## config.mk

```make
export PLATFORM = sky130hd
export DESIGN_NAME = table_linear_interpolator_unit
export DESIGN_NICKNAME = d
export VERILOG_FILES = /design/src/rtl/tli_pkg.sv /design/src/rtl/tli_front.sv /design/src/rtl/tli_queue.sv /design/src/rtl/tli_back.sv /design/src/rtl/table_linear_interpolator_unit.sv
export SDC_FILE = /design/constraint.sdc
export NUM_CORES = 2
export LEC_CHECK = 0
export CAP_MARGIN = 25
export CORE_MARGIN = 2
export CORE_UTILIZATION = 65
export DETAILED_ROUTE_END_ITERATION = 6
export DONT_BUFFER_PORTS = 1
export HOLD_SLACK_MARGIN = 0.08
export PLACE_DENSITY = 0.82
export SLEW_MARGIN = 20
export SYNTH_ARGS = -nofsm -noshare
export SYNTH_HDL_FRONTEND = slang
export SYNTH_SLANG_ARGS = --single-unit
```

## constraint.sdc

```tcl
create_clock -name clk -period 13.5 [get_ports clk]
set_input_delay 0 -clock clk [delete_from_list [all_inputs] [get_ports clk]]
set_output_delay 0 -clock clk [all_outputs]
set_load 0.005 [all_outputs]
```

## src/rtl/tli_pkg.sv

```systemverilog
// shared types and constants for the table linear interpolator
// no dependencies
`timescale 1ns / 1ps

package tli_pkg;

  localparam int unsigned NUM_ENTRIES = 16;
  localparam int unsigned ENTRY_IW    = 4;
  localparam int unsigned CFG_IW      = 3;
  localparam int unsigned CFG_DW      = 64;
  localparam int unsigned QDEPTH      = 2;

  localparam logic [CFG_IW-1:0] REG_Y_START    = 3'd0;
  localparam logic [CFG_IW-1:0] REG_Y_INCR     = 3'd1;
  localparam logic [CFG_IW-1:0] REG_ENTRIES    = 3'd2;
  localparam logic [CFG_IW-1:0] REG_X_POINTS_A = 3'd3;
  localparam logic [CFG_IW-1:0] REG_X_POINTS_B = 3'd4;
  localparam logic [CFG_IW-1:0] REG_X_POINTS_C = 3'd5;
  localparam logic [CFG_IW-1:0] REG_X_POINTS_D = 3'd6;

  localparam logic [2:0] ST_OK        = 3'd0;
  localparam logic [2:0] ST_CLAMPED   = 3'd1;
  localparam logic [2:0] ST_ZERO_STEP = 3'd2;
  localparam logic [2:0] ST_SHORT     = 3'd3;
  localparam logic [2:0] ST_REPEAT    = 3'd4;

  typedef logic [NUM_ENTRIES-1:0][15:0] xtab_t;

  typedef struct packed {
    logic               is_div;
    logic signed [15:0] base;
    logic [2:0]         st;
    logic signed [16:0] dx;
    logic signed [16:0] span;
    logic signed [16:0] half;
  } job_t;

  typedef enum logic [1:0] {
    F_IDLE,
    F_SCAN,
    F_CLASS
  } fstate_t;

  typedef enum logic [2:0] {
    B_IDLE,
    B_MUL,
    B_DIV,
    B_FIX,
    B_DONE
  } bstate_t;

endpackage

```

## src/rtl/tli_front.sv

```systemverilog
// front end: accepts x, checks the table, searches the segment, builds a job
// depends on tli_pkg
`timescale 1ns / 1ps

module tli_front #(
  parameter int unsigned TABLE_DEPTH = 16
) (
  input  logic               clk,
  input  logic               rst_n,
  input  logic               start,
  input  logic [15:0]        x_in,
  output logic               busy,
  input  logic signed [15:0] y_start,
  input  logic signed [15:0] y_incr,
  input  logic [4:0]         entries,
  input  tli_pkg::xtab_t     tab,
  input  logic               q_full,
  output logic               push,
  output tli_pkg::job_t      job
);

  localparam int unsigned CNT_W = $clog2(TABLE_DEPTH + 1);

  tli_pkg::fstate_t state_r, state_nxt;
  logic [15:0]      x_r, x_nxt;
  logic [CNT_W-1:0] i_r, i_nxt;
  logic [CNT_W-1:0] seg_r, seg_nxt;
  logic             found_r, found_nxt;
  logic             dup_r, dup_nxt;

  logic [CNT_W-1:0]             n_eff;
  logic                         short_tab;
  logic [15:0]                  e_first, e_last, e_cur, e_prev, e_lo, e_hi;
  logic                         asc;
  logic                         clamp_lo, clamp_hi;
  logic [tli_pkg::ENTRY_IW-1:0] k4;
  logic signed [20:0]           kprod;

  assign n_eff     = (entries > 5'(TABLE_DEPTH)) ? CNT_W'(TABLE_DEPTH) : CNT_W'(entries);
  assign short_tab = (y_incr == 16'sd0) || (n_eff < CNT_W'(2));
  assign e_first   = tab[0];
  assign e_last    = tab[tli_pkg::ENTRY_IW'(n_eff - CNT_W'(1))];
  assign e_cur     = tab[tli_pkg::ENTRY_IW'(i_r)];
  assign e_prev    = tab[tli_pkg::ENTRY_IW'(i_r - CNT_W'(1))];
  assign e_lo      = tab[tli_pkg::ENTRY_IW'(seg_r - CNT_W'(1))];
  assign e_hi      = tab[tli_pkg::ENTRY_IW'(seg_r)];
  assign asc       = e_first < e_last;
  assign clamp_lo  = asc ? (x_r <= e_first) : (x_r >= e_first);
  assign clamp_hi  = asc ? (x_r >= e_last) : (x_r <= e_last);
  assign k4        = clamp_hi ? tli_pkg::ENTRY_IW'(n_eff - CNT_W'(1))
                              : tli_pkg::ENTRY_IW'(seg_r - CNT_W'(1));
  assign kprod     = $signed({1'b0, k4}) * y_incr;

  always_comb begin
    state_nxt = state_r;
    case (state_r)
      tli_pkg::F_IDLE:  if (start) state_nxt = tli_pkg::F_SCAN;
      tli_pkg::F_SCAN:  if (short_tab || i_r == n_eff) state_nxt = tli_pkg::F_CLASS;
      tli_pkg::F_CLASS: if (!q_full) state_nxt = tli_pkg::F_IDLE;
      default:          state_nxt = tli_pkg::F_IDLE;
    endcase
  end

  always_comb begin
    x_nxt     = x_r;
    i_nxt     = i_r;
    seg_nxt   = seg_r;
    found_nxt = found_r;
    dup_nxt   = dup_r;
    case (state_r)
      tli_pkg::F_IDLE: begin
        x_nxt     = x_in;
        i_nxt     = CNT_W'(1);
        seg_nxt   = n_eff - CNT_W'(1);
        found_nxt = 1'b0;
        dup_nxt   = 1'b0;
      end
      tli_pkg::F_SCAN: begin
        if (!short_tab && i_r != n_eff) begin
          if (e_cur == e_prev) dup_nxt = 1'b1;
          if (!found_r && i_r < n_eff - CNT_W'(1) &&
              !(asc ? (x_r > e_cur) : (x_r < e_cur))) begin
            seg_nxt   = i_r;
            found_nxt = 1'b1;
          end
          i_nxt = i_r + CNT_W'(1);
        end
      end
      default: ;
    endcase
  end

  // classify the request
  always_comb begin
    job      = '0;
    job.dx   = $signed({1'b0, x_r}) - $signed({1'b0, e_lo});
    job.span = $signed({1'b0, e_hi}) - $signed({1'b0, e_lo});
    job.half = job.span >>> 1;
    if (y_incr == 16'sd0) begin
      job.st = tli_pkg::ST_ZERO_STEP;
    end else if (n_eff < CNT_W'(2)) begin
      job.st = tli_pkg::ST_SHORT;
    end else if (dup_r) begin
      job.st = tli_pkg::ST_REPEAT;
    end else if (clamp_lo) begin
      job.base = y_start;
      job.st   = (x_r == e_first) ? tli_pkg::ST_OK : tli_pkg::ST_CLAMPED;
    end else if (clamp_hi) begin
      job.base = y_start + kprod[15:0];
      job.st   = (x_r == e_last) ? tli_pkg::ST_OK : tli_pkg::ST_CLAMPED;
    end else begin
      job.is_div = 1'b1;
      job.base   = y_start + kprod[15:0];
      job.st     = tli_pkg::ST_OK;
    end
  end

  assign push = (state_r == tli_pkg::F_CLASS) && !q_full;
  assign busy = (state_r != tli_pkg::F_IDLE);

  always_ff @(posedge clk) begin
    if (!rst_n) begin
      state_r <= tli_pkg::F_IDLE;
    end else begin
      state_r <= state_nxt;
    end
    x_r     <= x_nxt;
    i_r     <= i_nxt;
    seg_r   <= seg_nxt;
    found_r <= found_nxt;
    dup_r   <= dup_nxt;
  end

endmodule

```

## src/rtl/tli_queue.sv

```systemverilog
// short job queue between front and back end
// depends on tli_pkg
`timescale 1ns / 1ps

module tli_queue (
  input  logic          clk,
  input  logic          rst_n,
  input  logic          push,
  input  tli_pkg::job_t wr_job,
  input  logic          pop,
  output tli_pkg::job_t rd_job,
  output logic          full,
  output logic          empty
);

  localparam int unsigned PW = $clog2(tli_pkg::QDEPTH);

  tli_pkg::job_t mem_r [tli_pkg::QDEPTH];
  logic [PW-1:0] wp_r, rp_r;
  logic [PW:0]   cnt_r;

  assign full   = (cnt_r == (PW+1)'(tli_pkg::QDEPTH));
  assign empty  = (cnt_r == '0);
  assign rd_job = mem_r[rp_r];

  always_ff @(posedge clk) begin
    if (push) mem_r[wp_r] <= wr_job;
  end

  always_ff @(posedge clk) begin
    if (!rst_n) begin
      wp_r  <= '0;
      rp_r  <= '0;
      cnt_r <= '0;
    end else begin
      if (push) wp_r <= wp_r + PW'(1);
      if (pop)  rp_r <= rp_r + PW'(1);
      cnt_r <= cnt_r + (PW+1)'(push) - (PW+1)'(pop);
    end
  end

  a_no_overflow: assert property (@(posedge clk) disable iff (!rst_n) push |-> !full)
    else $error("queue push while full");
  a_no_underflow: assert property (@(posedge clk) disable iff (!rst_n) pop |-> !empty)
    else $error("queue pop while empty");
  a_count_range: assert property (@(posedge clk) disable iff (!rst_n)
    cnt_r <= (PW+1)'(tli_pkg::QDEPTH))
    else $error("queue count out of range");

endmodule

```

## src/rtl/tli_back.sv

```systemverilog
// back end: multiply, serial signed division, final sum, result register
// depends on tli_pkg
`timescale 1ns / 1ps

module tli_back (
  input  logic               clk,
  input  logic               rst_n,
  input  logic signed [15:0] y_incr,
  input  logic               q_empty,
  input  tli_pkg::job_t      q_job,
  output logic               pop,
  output logic               out_strobe,
  output logic signed [15:0] out_y,
  output logic [2:0]         out_st
);

  tli_pkg::bstate_t   state_r, state_nxt;
  tli_pkg::job_t      job_r, job_nxt;
  logic               neg_r, neg_nxt;
  logic [16:0]        den_r, den_nxt;
  logic [16:0]        rem_r, rem_nxt;
  logic [33:0]        quo_r, quo_nxt;
  logic [5:0]         cnt_r, cnt_nxt;
  logic signed [15:0] y_r, y_nxt;
  logic [2:0]         st_r, st_nxt;

  logic signed [33:0] num;
  logic [17:0]        trial;
  logic [15:0]        q16;

  assign num   = (34'(job_r.dx) * 34'(y_incr)) + 34'(job_r.half);
  assign trial = {rem_r, quo_r[33]};
  assign q16   = neg_r ? (16'd0 - quo_r[15:0]) : quo_r[15:0];

  always_comb begin
    state_nxt = state_r;
    case (state_r)
      tli_pkg::B_IDLE: if (!q_empty) state_nxt = q_job.is_div ? tli_pkg::B_MUL : tli_pkg::B_DONE;
      tli_pkg::B_MUL:  state_nxt = tli_pkg::B_DIV;
      tli_pkg::B_DIV:  if (cnt_r == 6'd33) state_nxt = tli_pkg::B_FIX;
      tli_pkg::B_FIX:  state_nxt = tli_pkg::B_DONE;
      tli_pkg::B_DONE: state_nxt = tli_pkg::B_IDLE;
      default:         state_nxt = tli_pkg::B_IDLE;
    endcase
  end

  always_comb begin
    job_nxt = job_r;
    neg_nxt = neg_r;
    den_nxt = den_r;
    rem_nxt = rem_r;
    quo_nxt = quo_r;
    cnt_nxt = cnt_r;
    y_nxt   = y_r;
    st_nxt  = st_r;
    case (state_r)
      tli_pkg::B_IDLE: begin
        job_nxt = q_job;
        y_nxt   = q_job.base;
        st_nxt  = q_job.st;
      end
      tli_pkg::B_MUL: begin
        neg_nxt = num[33] ^ job_r.span[16];
        quo_nxt = num[33] ? (34'd0 - num) : num;
        den_nxt = job_r.span[16] ? (17'd0 - job_r.span) : job_r.span;
        rem_nxt = '0;
        cnt_nxt = '0;
      end
      tli_pkg::B_DIV: begin
        if (trial >= {1'b0, den_r}) begin
          rem_nxt = 17'(trial - {1'b0, den_r});
          quo_nxt = {quo_r[32:0], 1'b1};
        end else begin
          rem_nxt = trial[16:0];
          quo_nxt = {quo_r[32:0], 1'b0};
        end
        cnt_nxt = cnt_r + 6'd1;
      end
      tli_pkg::B_FIX: begin
        y_nxt  = job_r.base + $signed(q16);
        st_nxt = job_r.st;
      end
      default: ;
    endcase
  end

  assign pop        = (state_r == tli_pkg::B_IDLE) && !q_empty;
  assign out_strobe = (state_r == tli_pkg::B_DONE);
  assign out_y      = y_r;
  assign out_st     = st_r;

  always_ff @(posedge clk) begin
    if (!rst_n) begin
      state_r <= tli_pkg::B_IDLE;
    end else begin
      state_r <= state_nxt;
    end
    job_r <= job_nxt;
    neg_r <= neg_nxt;
    den_r <= den_nxt;
    rem_r <= rem_nxt;
    quo_r <= quo_nxt;
    cnt_r <= cnt_nxt;
    y_r   <= y_nxt;
    st_r  <= st_nxt;
  end

endmodule

```

## src/rtl/table_linear_interpolator_unit.sv

```systemverilog
// top level of the table linear interpolator: config registers, front, queue, back
// depends on tli_pkg, tli_front, tli_queue, tli_back
`timescale 1ns / 1ps

// Maps an unsigned 16-bit x through a table of up to 16 x breakpoints with
// evenly spaced y values, clamping outside the table and interpolating inside.
// Requests: drive in_x_in and pulse start; taken on a rising edge with busy low.
// Results: out_strobe is high for one cycle with out_y_out and out_status.
// The receiver cannot stall; every request gives exactly one result.
// Config: cfg_we, cfg_index, cfg_data write registers 0..6; write only when idle.
// Flow: the front end scans the table one entry per cycle, then the back end
// runs a multiply step, a serial restoring division, a fix step and an output
// step; table errors and clamped requests skip the division.
// A two-entry queue lets the front end take the next request while the back
// end divides, so sustained throughput for interpolated requests is set by
// the serial divider.
// Reset clears the config registers to zero, returns both ends to idle and
// empties the queue.

module table_linear_interpolator_unit #(
  parameter int unsigned TABLE_DEPTH = 16
) (
  input  logic                              clk,
  input  logic                              rst_n,
  input  logic                              start,
  output logic                              busy,
  input  logic [15:0]                       in_x_in,
  output logic                              out_strobe,
  output logic signed [15:0]                out_y_out,
  output logic [2:0]                        out_status,
  input  logic                              cfg_we,
  input  logic [tli_pkg::CFG_IW-1:0]        cfg_index,
  input  logic [tli_pkg::CFG_DW-1:0]        cfg_data
);

  logic signed [15:0] y_start_r;
  logic signed [15:0] y_incr_r;
  logic [4:0]         entries_r;
  logic [3:0][63:0]   xw_r;
  tli_pkg::xtab_t     tab;

  logic          push, pop, q_full, q_empty;
  tli_pkg::job_t f_job, q_job;

  assign tab = tli_pkg::xtab_t'(xw_r);

  always_ff @(posedge clk) begin
    if (!rst_n) begin
      y_start_r <= '0;
      y_incr_r  <= '0;
      entries_r <= '0;
      xw_r      <= '0;
    end else if (cfg_we) begin
      case (cfg_index)
        tli_pkg::REG_Y_START:    y_start_r <= cfg_data[15:0];
        tli_pkg::REG_Y_INCR:     y_incr_r  <= cfg_data[15:0];
        tli_pkg::REG_ENTRIES:    entries_r <= cfg_data[4:0];
        tli_pkg::REG_X_POINTS_A: xw_r[0]   <= cfg_data;
        tli_pkg::REG_X_POINTS_B: xw_r[1]   <= cfg_data;
        tli_pkg::REG_X_POINTS_C: xw_r[2]   <= cfg_data;
        tli_pkg::REG_X_POINTS_D: xw_r[3]   <= cfg_data;
        default: ;
      endcase
    end
  end

  tli_front #(
    .TABLE_DEPTH(TABLE_DEPTH)
  ) u_front (
    .clk     (clk),
    .rst_n   (rst_n),
    .start   (start),
    .x_in    (in_x_in),
    .busy    (busy),
    .y_start (y_start_r),
    .y_incr  (y_incr_r),
    .entries (entries_r),
    .tab     (tab),
    .q_full  (q_full),
    .push    (push),
    .job     (f_job)
  );

  tli_queue u_queue (
    .clk    (clk),
    .rst_n  (rst_n),
    .push   (push),
    .wr_job (f_job),
    .pop    (pop),
    .rd_job (q_job),
    .full   (q_full),
    .empty  (q_empty)
  );

  tli_back u_back (
    .clk        (clk),
    .rst_n      (rst_n),
    .y_incr     (y_incr_r),
    .q_empty    (q_empty),
    .q_job      (q_job),
    .pop        (pop),
    .out_strobe (out_strobe),
    .out_y      (out_y_out),
    .out_st     (out_status)
  );

endmodule

```

## Word level (Yosys, flattened, before mapping)

Memories as Yosys holds them, arrays and structs flattened. A register that Yosys moved wholly into a read port is not among the register bits.
Index checks and enable logic that the tools add are counted.

| cells by class | value |
|---|---|
| $add $sub $neg | 18 |
| $mul | 2 |
| $lt $le $gt $ge | 16 |
| eq/ne operators | 27 |
| mux-type cells | 60 |
| bitwise gates (word level) | 1 |
| reductions and logical operators | 33 |

Operator list:

| cell | count |
|---|---|
| 16-bit binary-select mux with 4-bit select | 5 |
| 16-bit two-way mux | 7 |
| 17-bit two-way mux | 4 |
| 34-bit one-hot mux with 2 select lines | 1 |
| 16-bit == test | 3 |
| 33-bit by 17-bit adder with 34-bit output | 1 |
| 34-bit two-way mux | 1 |
| 17-bit one-hot mux with 2 select lines | 1 |
| 1-bit by 34-bit subtractor with 34-bit output (first input constant) | 1 |
| 16-bit by 16-bit subtractor with 17-bit output | 2 |
| 17-bit by 16-bit multiplier with 33-bit output | 1 |
| 16-bit adder | 2 |
| 16-bit >= comparator | 2 |
| 16-bit less-or-equal comparator | 2 |
| 16-bit < comparator | 2 |
| 16-bit one-hot mux with 2 select lines | 1 |
| 4-bit by 5-bit < comparator with 1-bit output (second input constant) | 5 |
| 3-bit two-way mux | 7 |
| 19-bit two-way mux | 1 |
| 18-bit by 17-bit >= comparator with 1-bit output | 1 |
| 2-bit AND reduction | 9 |
| 1-bit by 17-bit subtractor with 17-bit output (first input constant) | 1 |
| 17-bit subtractor | 1 |
| 16-bit greater-than comparator | 1 |
| 42 further kinds | 95 |

| word-level totals | value |
|---|---|
| register bits after elaboration | 493 |
| RAM bits | 142 |
| bits of input ports | 87 |
| output and inout port bits | 21 |
| word-level logic and storage cells | 188 |
| memories kept | 1 |

Memory list:

| memory | depth | bits a word | rd ports | clocked after memory_dff | write ports | line | text |
|---|---|---|---|---|---|---|---|
| u_queue.mem_r | 2 | 71 | 1 | 1 | 1 | tli_queue.sv:18 | `tli_pkg::job_t mem_r [tli_pkg::QDEPTH];` |

## Logic depth before layout (Yosys ltp)

| logic depth | value |
|---|---|
| depth after elaboration | 14 |
| gate-level depth with buffers | 43 |
| gate-level depth less buffers | 38 |

## Cells and area by module

Synthesis repeated with hierarchy kept, for this count alone.

| unflattened totals | value |
|---|---|
| cells, all modules | 4,836 |
| area, all modules | 53,601.4 um2 |

By module, submodules not included:

| module | instances | cells an instance | area an instance (um2) | sequential area each (um2) |
|---|---|---|---|---|
| tli_back | 1 | 2,055 | 20,430.8 | 4,984.8 |
| tli_front | 1 | 1,516 | 16,916.2 | 850.8 |
| table_linear_interpolator_unit | 1 | 1,023 | 10,551.4 | 5,865.6 |
| tli_queue | 1 | 242 | 5,703.0 | 4,364.2 |

## Worst setup path before layout

OpenSTA, ideal clock, no wires.

| timing | value |
|---|---|
| path kind | register -> register |
| from | register entries_r[0] |
| to | memory u_queue.mem_r[0][69] in the netlist's numbering (data pin) |
| setup time | 0.167 ns |
| arrival time | 9.728 ns |
| data required time | 13.333 ns |
| path slack | 3.605 ns |
| stages on the path, launching flop included | 42 |
| path buffers | 7 |
| clock period less this slack | 9.895 ns |
| path through | dfxtp_1 -> nor2b_1 -> clkbuf_1 -> clkbuf_1 -> inv_1 -> ha_1 -> clkbuf_1 -> clkbuf_1 -> buf_1 -> mux4_2 -> mux4_1 -> inv_1 -> ha_1 -> a21o_1 -> a21o_1 -> a21o_1 -> a211oi_1 -> nor4b_1 -> [... 6 more ...] -> and2_1 -> fa_1 -> inv_1 -> fa_1 -> fa_1 -> inv_1 -> ha_1 -> a21o_1 -> a21o_1 -> a21o_1 -> a21oi_1 -> o21ai_0 -> o21ai_0 -> nand2_1 -> a21oi_1 -> o21ai_0 -> xnor3_1 -> a211oi_2 |

RTL lines:

| what | line | text |
|---|---|---|
| from (decl) | table_linear_interpolator_unit.sv:38 | `logic [4:0] entries_r;` |
| from (signal assigned) | table_linear_interpolator_unit.sv:57 | `tli_pkg::REG_ENTRIES: entries_r <= cfg_data[4:0];` |
| to (decl) | tli_queue.sv:18 |  |

==> metrics.cfg <==
[timing]
maxSlewHeadroom_pct=30.07
fin_crit_ps=10630
whs_ps=98.31
fin_skew_ps=44.05
timing.fmax_ghz=0.09407
drv_slew=0
fin_tns_setup_ps=0
worst_pin_slew_ps=1048
hold_viol=0
min_period_over_period_pct=78.75
finalSetupViolCount=0
rsz0062_at_grt=no

[clocking]
root_buffer=clkbuf_16
numCtsBuffers=67
ctsResizeCount=0
cts_tree=built
clock_latency_ps=670
clk_pin_slew_ps=60
htree_levels=3
clock_sinks=585
holdBufCountCts=111
postCtsSetupBuffers=0
clk_path_buf_depth=3

[worst_hold_path]
hold_start=cfg_data[17]
hold_depth=3
whs_endpoint=tab[17]$_SDFFE_PN0P_
hp-class=in -> reg

[detailed_routing]
route.vias.total=38710
drt_iter0_markers=4886
drc_errors=0
drt_pre_antenna_iters=6
avgViaCountPerCell=6.688
drt-wirelength-per-cell_um=24.42
drtAntennaViolNets=0
wirelength_mm=141.4

[floorplanning]
io_pins=108
fp-row-count=101
die_h_um=280.3
start_util_pct=65.55
core_region_area_um2=75700
dieWidth_um=280.3
dieArea_um2=78560

[synthesis]
async_flop_share_pct=0
ys_ff_latch=585
synth-edff-count=282
synth_area_leaders=mux4_2 18%, edfxtp_1 17%, fa_1 14%
synth-main-ff-cell=dfxtp_1
syn_nets=5479
yosys.area.top_type=mux4_2
yosysTopAreaCellShare_pct=17.79
synth.cell_area_um2=49620
synth.avg_cell_area_um2=10.36
synth_cells=4790
synth_cell_types=73
yosys_warnings=0
ys_seq_area_share_pct=29.29

[critical_path]
arrival_ps=11090
cp_data_required_time_ps=13950
crit_path_max_fanout=28
critPathMaxStageDelay_ps=800
cp-end-kind=flip-flop
rr_endpoint=u_queue.mem_r[1][69]$_DFFE_PP_
cp-start-kind=flip-flop
r2r-start=entries_r[4]$_SDFFE_PN0P_
critPathKind=reg -> reg
cp_common_cell=a21o_1
slowest_stage=ha_2
reg2regPathDepth=36
r2r_slack_ps=2870

[placed_design]
port_buffers=0
dp_hpwl_mm=96.75
place_congestion=0.9816
postPlaceCellArea_um2=50360

[grt]
grt_pass1_vias=39250
antenna_found_initial=10
grt_max_degree=129
grt_overflow=0
grt_pass1_wl_mm=220.4
grt_usage_pct=36.43

[job]
maxCapViolations=0

[cells_and_area]
finish.net_count=5443
design_area_um2=53930
syn_to_final_growth_pct=8.690
post_route_cells_drive_above_1_share_pct=13.81

[pwr]
max-vdd-ir-drop_mv=0.1649
p_per_area_nw_per_um2=165.4
p_leak_nw=20.35

[run_status]
status=complete, no violations

[area by class of cell]
class | count | area (µm²)
clock buffers | 79 | 1772
diodes | 4 | 10.01
fillers | 5087 | 21770
multi-input cells | 3404 | 32190
inverters | 527 | 1988
repair buffers | 169 | 1610
well taps | 978 | 1224
clock inverters | 43 | 596.8
flip-flops and latches | 585 | 14540
[registers in the layout, indices dropped and copies added, names as in the netlist, 17 cells and up, named ones only]
name           cells
u_back.rem_r      17
u_queue.mem_r    108
tab              256
u_back.den_r      17
u_back.job_r      53
u_back.quo_r      34
[cell usage in the layout, fill, tap and decap left out, types with 19 or more instances in the layout]
cell           count
nand2_1          850
mux4_2           392
and2_1           165
a21o_1            36
mux2_2            58
nor3_1            33
buf_4             53
ha_1             256
nand2b_1          40
nand3_1           22
xor2_1            36
nor4_1            19
clkbuf_16         67
edfxtp_1         282
dlygate4sd3_1    111
mux2i_1           44
nor2_1           186
nand4_1           20
o21ai_0          111
dfxtp_1          302
a21oi_1          402
a21boi_0          22
inv_1            522
fa_1             343
nor2b_1           21
or3_1             19
xnor2_1          133
[Yosys cell counts (all sizes together), types with 36 or more instances]
| cell type | number |
|---|---|
| and2 | 166 |
| nor2 | 190 |
| xnor2 | 138 |
| mux2 | 58 |
| mux4 | 396 |
| nand2b | 41 |
| a21o | 36 |
| nor3 | 36 |
| dfxtp | 303 |
| mux2i | 44 |
| ha | 259 |
| edfxtp | 282 |
| inv | 527 |
| a21oi | 402 |
| buf | 44 |
| nand2 | 850 |
| xor2 | 36 |
| fa | 343 |
| o21ai | 113 |
| clkbuf | 230 |
[per-stage QoR]
stage / worst slack, ps / cells / utilization (%) / total power, W
floorplan: 3605 / 4790 / - / 0.005730
CTS: 2999 / 5782 / 71.12 / 0.008845
finish: 2869 / 5789 / 71.25 / 0.008921
global placement: 3354 / 5549 / 66.52 / 0.006668
global route: 2200 / 5788 / 71.24 / 0.009428
detailed placement: 3055 / 5549 / 66.53 / 0.006810
[critical path, delay by kind of cell (launching register included)]
family,cells,cell delay [ps]
compound gates,16,3830
fa+ha+maj,6,2590
simple gates,5,1240
buf+inv,6,1230
mux,2,880
flops,1,430
xor+xnor,1,200
[layer usage]
| metal | GRT usage [%] | vias to the layer above | wire length (µm) |
|---|---|---|---|
| li1 | - | 16520 | - |
| met3 | 9.068 | 746 | 16510 |
| met2 | 58.01 | 2708 | 65250 |
| met5 | 0 | - | 90 |
| met1 | 45.20 | 18720 | 48980 |
| met4 | 21.91 | 14 | 10530 |
[where the power goes]
group,internal [W],switching (W)
registers,0.00238,0.000393
clock network,0.00113,0.000824
logic,0.00168,0.00251
[worst max-delay path by stage]
stage / startpoint / endpoint / slack, ps / depth (start not counted)
after floorplan: entries_r[0]$_SDFFE_PN0P_ / u_queue.mem_r[0][69]$_DFFE_PP_ / 3600 / 41
after global placement: entries_r[4]$_SDFFE_PN0P_ / u_queue.mem_r[0][69]$_DFFE_PP_ / 3350 / 35
after detailed placement: entries_r[4]$_SDFFE_PN0P_ / u_queue.mem_r[1][69]$_DFFE_PP_ / 3050 / 36
after CTS: entries_r[4]$_SDFFE_PN0P_ / u_queue.mem_r[0][69]$_DFFE_PP_ / 3000 / 36
after global routing: entries_r[4]$_SDFFE_PN0P_ / u_queue.mem_r[0][68]$_DFFE_PP_ / 2200 / 34
final: entries_r[4]$_SDFFE_PN0P_ / u_queue.mem_r[1][69]$_DFFE_PP_ / 2870 / 36
[cells by family after synthesis]
| group | Yosys count | synth area share [%] |
|---|---|---|
| buffers and inverters | 801 | 6.105 |
| xor gates and xnor gates | 176 | 3.200 |
| and+or+nand+nor | 1429 | 12.73 |
| adders and majority gates | 602 | 20.37 |
| DFF | 585 | 29.29 |
| muxes | 498 | 20.21 |
| AOI/OAI and AO/OA | 699 | 8.100 |
Power figures use the tool's default switching activity.
